--- src/hw/rtl/hcbd_pkg.sv ---
`default_nettype none

package hcbd_pkg;

    localparam int SIZE_BITS = 32;

    localparam logic [7:0] CHAR_CR = 8'h0D;
    localparam logic [7:0] CHAR_LF = 8'h0A;
    localparam logic [7:0] CHAR_T  = 8'h54;

    localparam logic [4:0] TE_LEN = 5'd26;

    // status codes carried by the end-of-response result
    localparam logic [2:0] ST_COMPLETE  = 3'd0;
    localparam logic [2:0] ST_TRUNC     = 3'd1;
    localparam logic [2:0] ST_NO_ZERO   = 3'd2;
    localparam logic [2:0] ST_NO_HDR    = 3'd3;
    localparam logic [2:0] ST_OVERFLOW  = 3'd4;

    localparam logic KIND_DATA   = 1'b0;
    localparam logic KIND_STATUS = 1'b1;

    typedef struct packed {
        logic [7:0] out_byte;
        logic       out_kind;
        logic [2:0] out_status;
        logic       out_last;
    } result_t;

    // results produced by one request: 0, 1 or 2, in order e0 then e1
    typedef struct packed {
        logic [1:0] cnt;
        result_t    e0;
        result_t    e1;
    } push_t;

    // "Transfer-Encoding: chunked"
    function automatic logic [7:0] te_char(input logic [4:0] idx);
        logic [7:0] c;
        unique case (idx)
            5'd0:  c = "T";
            5'd1:  c = "r";
            5'd2:  c = "a";
            5'd3:  c = "n";
            5'd4:  c = "s";
            5'd5:  c = "f";
            5'd6:  c = "e";
            5'd7:  c = "r";
            5'd8:  c = "-";
            5'd9:  c = "E";
            5'd10: c = "n";
            5'd11: c = "c";
            5'd12: c = "o";
            5'd13: c = "d";
            5'd14: c = "i";
            5'd15: c = "n";
            5'd16: c = "g";
            5'd17: c = ":";
            5'd18: c = " ";
            5'd19: c = "c";
            5'd20: c = "h";
            5'd21: c = "u";
            5'd22: c = "n";
            5'd23: c = "k";
            5'd24: c = "e";
            5'd25: c = "d";
            default: c = 8'h00;
        endcase
        return c;
    endfunction

endpackage

`default_nettype wire

--- src/hw/rtl/http_chunked_body_decoder_top.sv ---
// HTTP/1.1 chunked body decoder. Takes one response byte per cycle, while s_ready is
// high, on the s_ channel (s_in_last on the final byte) and returns decoded body
// bytes, then one status result with m_out_last set, on the m_ channel. Each byte
// is handled in the cycle it is accepted, so a new byte is taken every cycle that
// s_ready is high; a final byte that is itself a body byte yields two results. A
// four-entry result queue decouples the sides: s_ready drops only while it holds
// over two results; a request's first result is queued the cycle after acceptance.
`default_nettype none

module http_chunked_body_decoder_top (
    input  wire logic       aclk,
    input  wire logic       aresetn,
    input  wire logic       s_valid,
    output logic            s_ready,
    input  wire logic [7:0] s_in_byte,
    input  wire logic       s_in_last,
    output logic            m_valid,
    input  wire logic       m_ready,
    output logic [7:0]      m_out_byte,
    output logic            m_out_kind,
    output logic [2:0]      m_out_status,
    output logic            m_out_last
);
    import hcbd_pkg::*;

    push_t   push;
    result_t res;
    logic    space_ok;
    logic    in_acc;

    assign s_ready = space_ok;
    assign in_acc  = s_valid && space_ok;

    hcbd_parser u_parser (
        .aclk    (aclk),
        .aresetn (aresetn),
        .in_acc  (in_acc),
        .in_byte (s_in_byte),
        .in_last (s_in_last),
        .push    (push)
    );

    hcbd_outq u_outq (
        .aclk     (aclk),
        .aresetn  (aresetn),
        .push     (push),
        .space_ok (space_ok),
        .m_valid  (m_valid),
        .m_ready  (m_ready),
        .m_res    (res)
    );

    assign m_out_byte   = res.out_byte;
    assign m_out_kind   = res.out_kind;
    assign m_out_status = res.out_status;
    assign m_out_last   = res.out_last;

endmodule

`default_nettype wire

--- src/hw/rtl/hcbd_parser.sv ---
`default_nettype none

module hcbd_parser (
    input  wire logic           aclk,
    input  wire logic           aresetn,
    input  wire logic           in_acc,
    input  wire logic [7:0]     in_byte,
    input  wire logic           in_last,
    output hcbd_pkg::push_t     push
);
    import hcbd_pkg::*;

    typedef enum logic [3:0] {
        PH_HDR      = 4'd0,
        PH_PASS     = 4'd1,
        PH_SZ_EMPTY = 4'd2,
        PH_SZ_LINE  = 4'd3,
        PH_SZ_LF    = 4'd4,
        PH_DATA     = 4'd5,
        PH_TRAIL_CR = 4'd6,
        PH_TRAIL_LF = 4'd7,
        PH_DONE     = 4'd8,
        PH_OVF      = 4'd9
    } phase_t;

    phase_t               phase_reg, phase_next;
    logic [1:0]           blp_reg, blp_next;
    logic [4:0]           pp_reg, pp_next;
    logic                 chunked_reg, chunked_next;
    logic [SIZE_BITS-1:0] cnt_reg, cnt_next;
    logic                 started_reg, started_next;
    logic                 ended_reg, ended_next;

    logic                 do_size, do_data;
    logic                 is_hex, is_ws;
    logic [3:0]           hex_d;
    logic [2:0]           status;
    result_t              data_res, status_res;

    always_comb begin
        is_hex = 1'b1;
        hex_d  = 4'd0;
        if (in_byte >= "0" && in_byte <= "9") begin
            hex_d = 4'(in_byte - "0");
        end else if (in_byte >= "a" && in_byte <= "f") begin
            hex_d = 4'(in_byte - "a" + 8'd10);
        end else if (in_byte >= "A" && in_byte <= "F") begin
            hex_d = 4'(in_byte - "A" + 8'd10);
        end else begin
            is_hex = 1'b0;
        end
        is_ws = (in_byte == " ") || (in_byte == 8'h09) || (in_byte == 8'h0A) ||
                (in_byte == 8'h0B) || (in_byte == 8'h0C);
    end

    always_comb begin
        phase_next   = phase_reg;
        blp_next     = blp_reg;
        pp_next      = pp_reg;
        chunked_next = chunked_reg;
        cnt_next     = cnt_reg;
        started_next = started_reg;
        ended_next   = ended_reg;
        do_size      = 1'b0;
        do_data      = 1'b0;
        status       = ST_COMPLETE;

        unique case (phase_reg)
            PH_HDR: begin
                if (in_byte == te_char(pp_reg)) begin
                    if (pp_reg + 5'd1 >= TE_LEN) begin
                        chunked_next = 1'b1;
                        pp_next      = 5'd0;
                    end else begin
                        pp_next = pp_reg + 5'd1;
                    end
                end else begin
                    pp_next = (in_byte == CHAR_T) ? 5'd1 : 5'd0;
                end
                unique case (blp_reg)
                    2'd0: blp_next = (in_byte == CHAR_CR) ? 2'd1 : 2'd0;
                    2'd1: blp_next = (in_byte == CHAR_LF) ? 2'd2 :
                                     (in_byte == CHAR_CR) ? 2'd1 : 2'd0;
                    2'd2: blp_next = (in_byte == CHAR_CR) ? 2'd3 : 2'd0;
                    2'd3: begin
                        if (in_byte == CHAR_LF) begin
                            blp_next   = 2'd0;
                            pp_next    = 5'd0;
                            phase_next = chunked_next ? PH_SZ_EMPTY : PH_PASS;
                            cnt_next   = '0;
                        end else begin
                            blp_next = (in_byte == CHAR_CR) ? 2'd1 : 2'd0;
                        end
                    end
                    default: blp_next = 2'd0;
                endcase
            end
            PH_PASS: ;
            PH_SZ_EMPTY, PH_SZ_LINE: do_size = 1'b1;
            PH_SZ_LF: begin
                phase_next = PH_DATA;
                do_data    = (in_byte != CHAR_LF);
            end
            PH_DATA: do_data = 1'b1;
            PH_TRAIL_CR: begin
                if (in_byte == CHAR_CR) phase_next = PH_TRAIL_LF;
                else                    do_size    = 1'b1;
            end
            PH_TRAIL_LF: begin
                if (in_byte == CHAR_LF) phase_next = PH_SZ_EMPTY;
                else                    do_size    = 1'b1;
            end
            default: ;
        endcase

        if (do_data) begin
            cnt_next = cnt_reg - 1'b1;
            if (cnt_reg == SIZE_BITS'(1)) phase_next = PH_TRAIL_CR;
        end

        if (do_size) begin
            if (in_byte == CHAR_CR) begin
                phase_next   = (cnt_reg == '0) ? PH_DONE : PH_SZ_LF;
                started_next = 1'b0;
                ended_next   = 1'b0;
            end else begin
                phase_next = PH_SZ_LINE;
                if (!ended_reg) begin
                    if (is_hex) begin
                        // one more digit would not fit
                        if (cnt_reg[SIZE_BITS-1 -: 4] != 4'd0) begin
                            phase_next = PH_OVF;
                        end else begin
                            cnt_next     = {cnt_reg[SIZE_BITS-5:0], hex_d};
                            started_next = 1'b1;
                        end
                    end else if (!(!started_reg && is_ws)) begin
                        ended_next = 1'b1;
                    end
                end
            end
        end

        unique case (phase_next)
            PH_HDR:      status = ST_NO_HDR;
            PH_SZ_LINE:  status = (cnt_next == '0) ? ST_COMPLETE : ST_TRUNC;
            PH_SZ_LF,
            PH_DATA:     status = ST_TRUNC;
            PH_SZ_EMPTY,
            PH_TRAIL_CR,
            PH_TRAIL_LF: status = ST_NO_ZERO;
            PH_OVF:      status = ST_OVERFLOW;
            default:     status = ST_COMPLETE;
        endcase

        // end of response: back to the reset state
        if (in_last) begin
            phase_next   = PH_HDR;
            blp_next     = 2'd0;
            pp_next      = 5'd0;
            chunked_next = 1'b0;
            cnt_next     = '0;
            started_next = 1'b0;
            ended_next   = 1'b0;
        end
    end

    always_comb begin
        data_res   = '{out_byte: in_byte, out_kind: KIND_DATA,
                       out_status: ST_COMPLETE, out_last: 1'b0};
        status_res = '{out_byte: 8'h00, out_kind: KIND_STATUS,
                       out_status: status, out_last: 1'b1};
        push    = '0;
        push.e0 = data_res;
        push.e1 = status_res;
        if (in_acc) begin
            if ((phase_reg == PH_PASS) || do_data) begin
                push.cnt = in_last ? 2'd2 : 2'd1;
            end else if (in_last) begin
                push.cnt = 2'd1;
                push.e0  = status_res;
            end
        end
    end

    always_ff @(posedge aclk) begin
        if (!aresetn) begin
            phase_reg   <= PH_HDR;
            blp_reg     <= 2'd0;
            pp_reg      <= 5'd0;
            chunked_reg <= 1'b0;
            cnt_reg     <= '0;
            started_reg <= 1'b0;
            ended_reg   <= 1'b0;
        end else if (in_acc) begin
            phase_reg   <= phase_next;
            blp_reg     <= blp_next;
            pp_reg      <= pp_next;
            chunked_reg <= chunked_next;
            cnt_reg     <= cnt_next;
            started_reg <= started_next;
            ended_reg   <= ended_next;
        end
    end

    a_last_resets: assert property (@(posedge aclk) disable iff (!aresetn)
        in_acc && in_last |=> phase_reg == PH_HDR && cnt_reg == '0 && !chunked_reg)
        else $error("state not cleared after final byte");

    a_data_has_count: assert property (@(posedge aclk) disable iff (!aresetn)
        phase_reg == PH_DATA |-> cnt_reg != '0)
        else $error("in chunk data with nothing left to send");

    a_status_iff_last: assert property (@(posedge aclk) disable iff (!aresetn)
        in_acc && push.cnt == 2'd2 |-> in_last && push.e1.out_kind == KIND_STATUS)
        else $error("two results without end of response");

endmodule

`default_nettype wire

--- src/hw/rtl/hcbd_outq.sv ---
`default_nettype none

module hcbd_outq (
    input  wire logic            aclk,
    input  wire logic            aresetn,
    input  wire hcbd_pkg::push_t push,
    output logic                 space_ok,
    output logic                 m_valid,
    input  wire logic            m_ready,
    output hcbd_pkg::result_t    m_res
);
    import hcbd_pkg::*;

    result_t    mem [4];
    logic [1:0] wr_ptr_reg, wr_ptr_next;
    logic [1:0] rd_ptr_reg, rd_ptr_next;
    logic [2:0] count_reg, count_next;
    logic       pop;

    assign m_valid  = (count_reg != 3'd0);
    assign m_res    = mem[rd_ptr_reg];
    assign pop      = m_valid && m_ready;
    // room for a worst-case request of two results
    assign space_ok = (count_reg <= 3'd2);

    always_comb begin
        wr_ptr_next = 2'(wr_ptr_reg + push.cnt);
        rd_ptr_next = 2'(rd_ptr_reg + {1'b0, pop});
        count_next  = 3'(count_reg + {1'b0, push.cnt} - {2'b00, pop});
    end

    always_ff @(posedge aclk) begin
        if (push.cnt != 2'd0) mem[wr_ptr_reg] <= push.e0;
        if (push.cnt == 2'd2) mem[2'(wr_ptr_reg + 2'd1)] <= push.e1;
    end

    always_ff @(posedge aclk) begin
        if (!aresetn) begin
            wr_ptr_reg <= 2'd0;
            rd_ptr_reg <= 2'd0;
            count_reg  <= 3'd0;
        end else begin
            wr_ptr_reg <= wr_ptr_next;
            rd_ptr_reg <= rd_ptr_next;
            count_reg  <= count_next;
        end
    end

    a_no_overfill: assert property (@(posedge aclk) disable iff (!aresetn)
        count_reg <= 3'd4)
        else $error("result queue overfilled");

    a_push_fits: assert property (@(posedge aclk) disable iff (!aresetn)
        push.cnt != 2'd0 |-> space_ok)
        else $error("push without room");

    a_push_visible: assert property (@(posedge aclk) disable iff (!aresetn)
        push.cnt != 2'd0 && !pop |=> count_reg != 3'd0)
        else $error("pushed result lost");

endmodule

`default_nettype wire

--- config.mk ---
export PLATFORM = sky130hd
export DESIGN_NAME = http_chunked_body_decoder_top
export DESIGN_NICKNAME = d
export VERILOG_FILES = /design/src/hw/rtl/hcbd_pkg.sv /design/src/hw/rtl/http_chunked_body_decoder_top.sv /design/src/hw/rtl/hcbd_parser.sv /design/src/hw/rtl/hcbd_outq.sv
export SDC_FILE = /design/constraint.sdc
export NUM_CORES = 1
export LEC_CHECK = 0
export BUFFER_PORTS_ARGS = -buffer_cell sky130_fd_sc_hd__buf_4
export CAP_MARGIN = 30
export CORE_MARGIN = 2
export CORE_UTILIZATION = 60
export CTS_BUF_LIST = sky130_fd_sc_hd__clkbuf_2 sky130_fd_sc_hd__clkbuf_4 sky130_fd_sc_hd__clkbuf_8
export CTS_CLUSTER_DIAMETER = 60
export CTS_CLUSTER_SIZE = 20
export DETAILED_ROUTE_END_ITERATION = 8
export GPL_TIMING_DRIVEN = 0
export PLACE_DENSITY = 0.78
export SYNTH_ARGS = -nofsm -noshare
export SYNTH_HDL_FRONTEND = slang
export SYNTH_SLANG_ARGS = --single-unit
--- constraint.sdc ---
create_clock -name aclk -period 9.3 [get_ports aclk]
set_clock_uncertainty 0.05 [all_clocks]
set_input_delay 0 -clock aclk [delete_from_list [all_inputs] [get_ports aclk]]
set_output_delay 0 -clock aclk [all_outputs]
set_load 0.1 [all_outputs]
==> impl_metrics.toml, run 1 <==
[setup_path]
critPathLaunchType = "flip-flop"
max_stage_delay_ps = 540
timing_worst_setup_path_type = "reg -> reg"
crit_required_ps = 9550
cp_num_buf_inv = 1
crit_path_max_fanout = 10
crit_chain = "buf_6, nor4_4, nand4_1, nor4b_4, nand2_1, o2bb2ai_1, nand2_1, ha_1, nor4_1, a21oi_1, a21boi_0"
end_kind = "flip-flop"
worst-r2r-setup-slack_ps = 5560
cp_slowest_cell = "nor4_4"
reg2reg_from = "u_parser.phase_reg[3]$_SDFFE_PN0P_"
r2r_cells = 11
cp_top_family = "simple AND/OR/NAND/NOR gates"
path_common_cell = "nand2_1"
arrival_ps = 3990

[final_layout]
stdcell_area_sq_um = 7590
seq_area_sq_um = 2280
layout.nets = 908
layout_common_cells = "96 x dfxtp_1, 85 x nand2_1, 54 x nor2_1"
fin_cells = 1019
fillers = 975
layout-drive-gt1-share_pct = 11.8
largest_reg_flops = 48
multi_input_area_sq_um = 4330
final_common_cell = "dfxtp_1"
area_growth_pct = 8.67
n_antenna_cell = 0

[logic_synthesis]
synth-simple-area-share_pct = 25.7
synth_edf_count = 12
seq_area_frac_synth_pct = 32.7
synth_cells = 831
synth-compound-area-share_pct = 23.5
synth-seq-cells = 108
synth_top_area_cell = "dfxtp_1"
avgSynthCellArea_sq_um = 8.41
synth_nets = 868
synth.distinct_cells = 87
synthArstFlopShare_pct = 0
synth.area.mux_share_pct = 5.10
yosysWarnings = 0
syn_area_sq_um = 6990
synth_ff_type = "dfxtp_1"
synth_fa_ha_area_share_pct = 4.41
netlist.area_leader.share_pct = 27.5
synth_top_family_by_area = "simple AND/OR/NAND/NOR gates"
ys_top_cells_by_area = "dfxtp_1 28%, edfxtp_1 5.2%, nand2_1 4.6%"
synthXorXnorAreaFrac_pct = 3.26

[die]
fp.dieArea_sq_um = 12500
die_w_um = 112
core_sq_um = 11400
die_h_um = 112
ioPinCount = 28
num_rows = 39
floorplan.initialDensity_pct = 61.5

[routing]
drcViolationCount = 0
ant_nets = 0
via_per_inst = 6.61
drt_pass1_iterations = 6
wl_per_cell_um = 20.4
drt_wl_total_um = 20800
drt_iter0_drc = 880
vias = 6733

[timing]
finalSetupViolations = 0
period_needed_ps = 3740
worstMarginPinSlew_ps = 877
rsz0062_at_grt = "false"
max_slew_margin_pct = 41.5
hold_violations = 0
fmaxAchievable_mhz = 268
finalCritPeriodShare_pct = 40.2
slew_violations = 0
setup_tns_ps = 0

[clocking]
clk_latency_ps = 400
ctsRootBufferMaster = "clkbuf_8"
cts_htree_levels = 3
path_clk_slew_ps = 110
cts_tree = "done"
cts_buffer_depth = 2
cts_buffers = 9
post_cts_buffers = 0
clock_sinks = 108
ctsResizeCount = 0

[hold_path]
hold_depth = 3
holdCritPathClass = "in -> reg"
hp-start = "s_in_byte[5]"
hold_end = "u_outq.mem[1][10]$_SDFFE_PP0P_"

[status]
outcome = "completed"

[placed_design]
portBuffers = 27
place_hpwl_um = 15400
gp_congestion = 1.05
placed_area_sq_um = 7370
dp.cells = 1002

[power]
vdd_drop_max_mv = 0.280
leakage_nw = 3.00
powerDensity_nw_per_um2 = 201

[global_routing]
first_global_vias = 6510
antenna_found_initial = 0
track_usage_pct = 33.4
overflow = 0
grt_pass1_wl_um = 33600
grt_max_degree = 20

[flow_run]
cap_viol_max_count = 0
layout make-up:
class | count | area share (%)
clock inverters | 6 | 1.05
plain buffers | 56 | 3.31
inverters | 32 | 1.60
clock buffers | 10 | 1.70
multi-input cells | 635 | 57.1
well taps | 143 | 2.36
repair buffers | 29 | 2.87
flip-flops and latches | 108 | 30.1
worst register-to-register path, cell delays in order, from the launching register on:
cell and delay, ps:
dfxtp_1 320, buf_6 140, nor4_4 550, nand4_1 370, nor4b_4 490, nand2_1 90
o2bb2ai_1 290, nand2_1 270, ha_1 450, nor4_1 320, a21oi_1 70, a21boi_0 250
routing by layer:
metal  vias up  track usage, %  wire length (um)
li1       3142               -                 -
met1      3194            43.6              8530
met2       354            55.0              9880
met3        43            7.02              1850
met4         0            12.0               520
met5         -               0                 0
where the power goes:
group	leakage, nW	total (W)	internal (W)	switching (W)
logic	2.01	0.000638	0.000187	0.000451
registers	0.894	0.000575	0.000536	0.0000390
clock network	0.104	0.000310	0.000131	0.000179
cells by family after synthesis:
family | count (synthesis)
AOI/OAI and AO/OA | 236
xor gates and xnor gates | 26
adders and majority gates | 24
buffers and inverters | 88
DFF | 108
muxes | 20
and+or+nand+nor | 329
through the flow:
stage | hold WS, ps | power, W | utilization (%) | setup WS (ps)
floorplan | 139 | 0.00109 | - | 5070
global placement | 342 | 0.00120 | 64.8 | 5490
detailed placement | 352 | 0.00122 | 64.9 | 5390
CTS | 0.218 | 0.00153 | 66.8 | 5620
global route | 22.1 | 0.00158 | 66.8 | 5220
finish | 13.9 | 0.00152 | 66.8 | 5560
cells in the mapped netlist (11+ instances only):
cell and number:
a21boi_0 11, a21oi_1 48, a22o_1 33, and2_1 25, buf_2 14, clkbuf_1 32
dfxtp_1 96, edfxtp_1 12, ha_1 23, inv_1 30, mux4_2 12, nand2_1 85
nand3_1 27, nand4_1 13, nor2_1 54, nor2b_1 19, nor3_1 24, nor4_1 14
o211ai_1 19, o21ai_0 42, or3_1 14, xnor2_1 16
worst max path at each step:
stage	end	startpoint	cells past startpoint	slack [ps]
2_1_floorplan	flip-flop	u_outq.count_reg[0]$_SDFF_PN0_	9	5070
3_3_place_gp	u_outq.mem[2][4]$_SDFFE_PP1P_	s_in_byte[0]	15	5490
3_5_place_dp	u_outq.count_reg[2]$_SDFF_PN0_	s_in_byte[0]	19	5390
4_1_cts	flip-flop	u_parser.phase_reg[3]$_SDFFE_PN0P_	11	5620
5_1_grt	flip-flop	u_parser.phase_reg[3]$_SDFFE_PN0P_	11	5220
6_report	flip-flop	u_parser.phase_reg[3]$_SDFFE_PN0P_	11	5560
what timing repair did:
| action | 4_1_cts | 5_1_grt |
|---|---|---|
| endpoints found under the setup margin | 0 | 0 |
| hold endpoints to repair | 4 | 0 |
| hold buffers | 1 | 0 |
Power figures use the tool's default switching activity.
==> run 2: changes to the inputs <==
==> constraint.sdc (replaced) <==
create_clock -name aclk -period 3.6 [get_ports aclk]
set_clock_uncertainty 0.05 [all_clocks]
set_input_delay 0 -clock aclk [delete_from_list [all_inputs] [get_ports aclk]]
set_output_delay 0 -clock aclk [all_outputs]
set_load 0.1 [all_outputs]
==> run 2 against run 1 <==
Power rose to 2.5 times the previous value. Largest power group unchanged. Combinational power rose to 2.6 times the previous value. Fmax increased by 7.4%. Critical path type unchanged. Clock power rose by 140%.
==> impl_metrics.toml, run 2 (synthesis results as in run 1) <==
[global_routing]
grt_max_degree = 20
first_global_vias = 6503
track_usage_pct = 33.1
antenna_found_initial = 0
grt_pass1_wl_um = 33200
overflow = 0

[routing]
vias = 6778
drcViolationCount = 0
wl_per_cell_um = 20.2
drt_iter0_drc = 820
via_per_inst = 6.62
drt_wl_total_um = 20700
ant_nets = 0
drt_pass1_iterations = 5

[final_layout]
layout.nets = 913
final_common_cell = "dfxtp_1"
area_growth_pct = 9.38
utilization_pct = 67.2
layout-drive-gt1-share_pct = 12.6
layout_common_cells = "96 x dfxtp_1, 85 x nand2_1, 54 x nor2_1"
fillers = 965
largest_reg_flops = 48
n_antenna_cell = 0
stdcell_area_sq_um = 7640

[timing]
slew_violations = 0
fin_ws_ps = 122
period_needed_ps = 3480
rsz0062_at_grt = "false"
finalSetupViolations = 0
hold_violations = 0
finalCritPeriodShare_pct = 96.6
max_slew_margin_pct = 39.2
worstMarginPinSlew_ps = 912
fmaxAchievable_mhz = 287

[setup_path]
max_stage_delay_ps = 620
worst-r2r-setup-slack_ps = 120
end_kind = "flip-flop"
cp_top_family = "simple AND/OR/NAND/NOR gates"
timing_worst_setup_path_type = "reg -> reg"
crit_required_ps = 3700
r2r_cells = 11
critPathLaunchType = "flip-flop"
reg2reg_from = "u_parser.cnt_reg[28]$_SDFFE_PN0P_"
crit_path_max_fanout = 10
r2r-end = "u_outq.mem[0][1]$_DFFE_PP_"
crit_chain = "clkbuf_1, or4_1, nor3_1, o221ai_1, clkbuf_2, nor3_1, a31oi_1, a21oi_1, nand4_1, o31ai_4, a21oi_1"
cp_slowest_cell = "or4_1"
arrival_ps = 3580
cp_num_buf_inv = 2

[placed_design]
pre_cts_ws_ps = -286
placed_area_sq_um = 7380
gp_congestion = 1.02
portBuffers = 27
place_hpwl_um = 15300

[clocking]
cts_buffers = 9
path_clk_slew_ps = 120
cts_tree = "done"
cts_buffer_depth = 2
ctsRootBufferMaster = "clkbuf_8"
cts_htree_levels = 3
clk_latency_ps = 400
clock_sinks = 108

[hold_path]
holdCritPathClass = "in -> reg"
hold_end = "u_outq.rd_ptr_reg[0]$_SDFF_PN0_"
hold_depth = 4
hp-start = "m_ready"

[die]
core_sq_um = 11400
num_rows = 39
fp.dieArea_sq_um = 12500
ioPinCount = 28
floorplan.initialDensity_pct = 61.5
die_h_um = 112
die_w_um = 112

[power]
leakage_nw = 3.03
powerDensity_nw_per_um2 = 508
vdd_drop_max_mv = 0.724
total_power_w = 0.00388

[flow_run]
cap_viol_max_count = 0

[status]
outcome = "completed"
==> run 2: where the power goes <==
part | switching [W] | internal, W
clock | 0.000468 | 0.000274
sequential | 0.000101 | 0.00138
combinational | 0.00117 | 0.000485
==> run 2: area by class of cell <==
cell class | count | area, sq um | area share (%)
Clock inverter | 6 | 60.1 | 0.786
Tap cell | 143 | 179 | 2.34
Buffer | 56 | 253 | 3.31
Inverter | 32 | 121 | 1.59
Multi-Input combinational cell | 635 | 4360 | 57.0
Clock buffer | 10 | 131 | 1.72
Timing Repair Buffer | 34 | 258 | 3.37
Sequential cell | 108 | 2280 | 29.9
==> run 2: per-stage QoR <==
stage | hold slack (ps) | setup TNS [ps] | instances
after floorplan | 139 | 0 | 831
after global placement | 343 | -900 | 1001
after detailed placement | 364 | -1750 | 1002
after CTS | 14.4 | 0 | 1020
after global routing | 33.2 | 0 | 1024
final | 31.8 | 0 | 1024
==> run 2: how the worst max path moves through the flow <==
stage / startpoint / endpoint / slack [ps] / cells past startpoint
floorplan: u_outq.count_reg[1]$_SDFF_PN0_ / flip-flop / 100 / 9
global placement: s_in_byte[0] / u_outq.mem[2][4]$_SDFFE_PP1P_ / -150 / 15
detailed placement: s_in_byte[0] / u_outq.mem[2][4]$_SDFFE_PP1P_ / -290 / 15
CTS: u_parser.phase_reg[3]$_SDFFE_PN0P_ / flip-flop / 90 / 11
global route: flip-flop / flip-flop / 1 / 10
finish: u_parser.cnt_reg[28]$_SDFFE_PN0P_ / u_outq.mem[0][1]$_DFFE_PP_ / 120 / 11
==> run 2: layer usage <==
layer	track usage (%)	share of wire [%]
met3	6.21	8.1
met4	12.7	2.6
met5	0	0
met1	43.3	42
met2	54.6	47
==> run 2: timing repair <==
action	CTS	global route
setup endpoints to repair	0	15
hold buffers	2	0
resized for setup	0	7
endpoints found under the hold margin	3	0
setup buffers	0	4
==> run 2: worst register-to-register path, stage by stage (launching register included) <==
cell	delay, ps
dfxtp_1	320
clkbuf_1	180
or4_1	620
nor3_1	270
o221ai_1	280
clkbuf_2	320
nor3_1	190
a31oi_1	60
a21oi_1	320
nand4_1	210
o31ai_4	290
a21oi_1	130
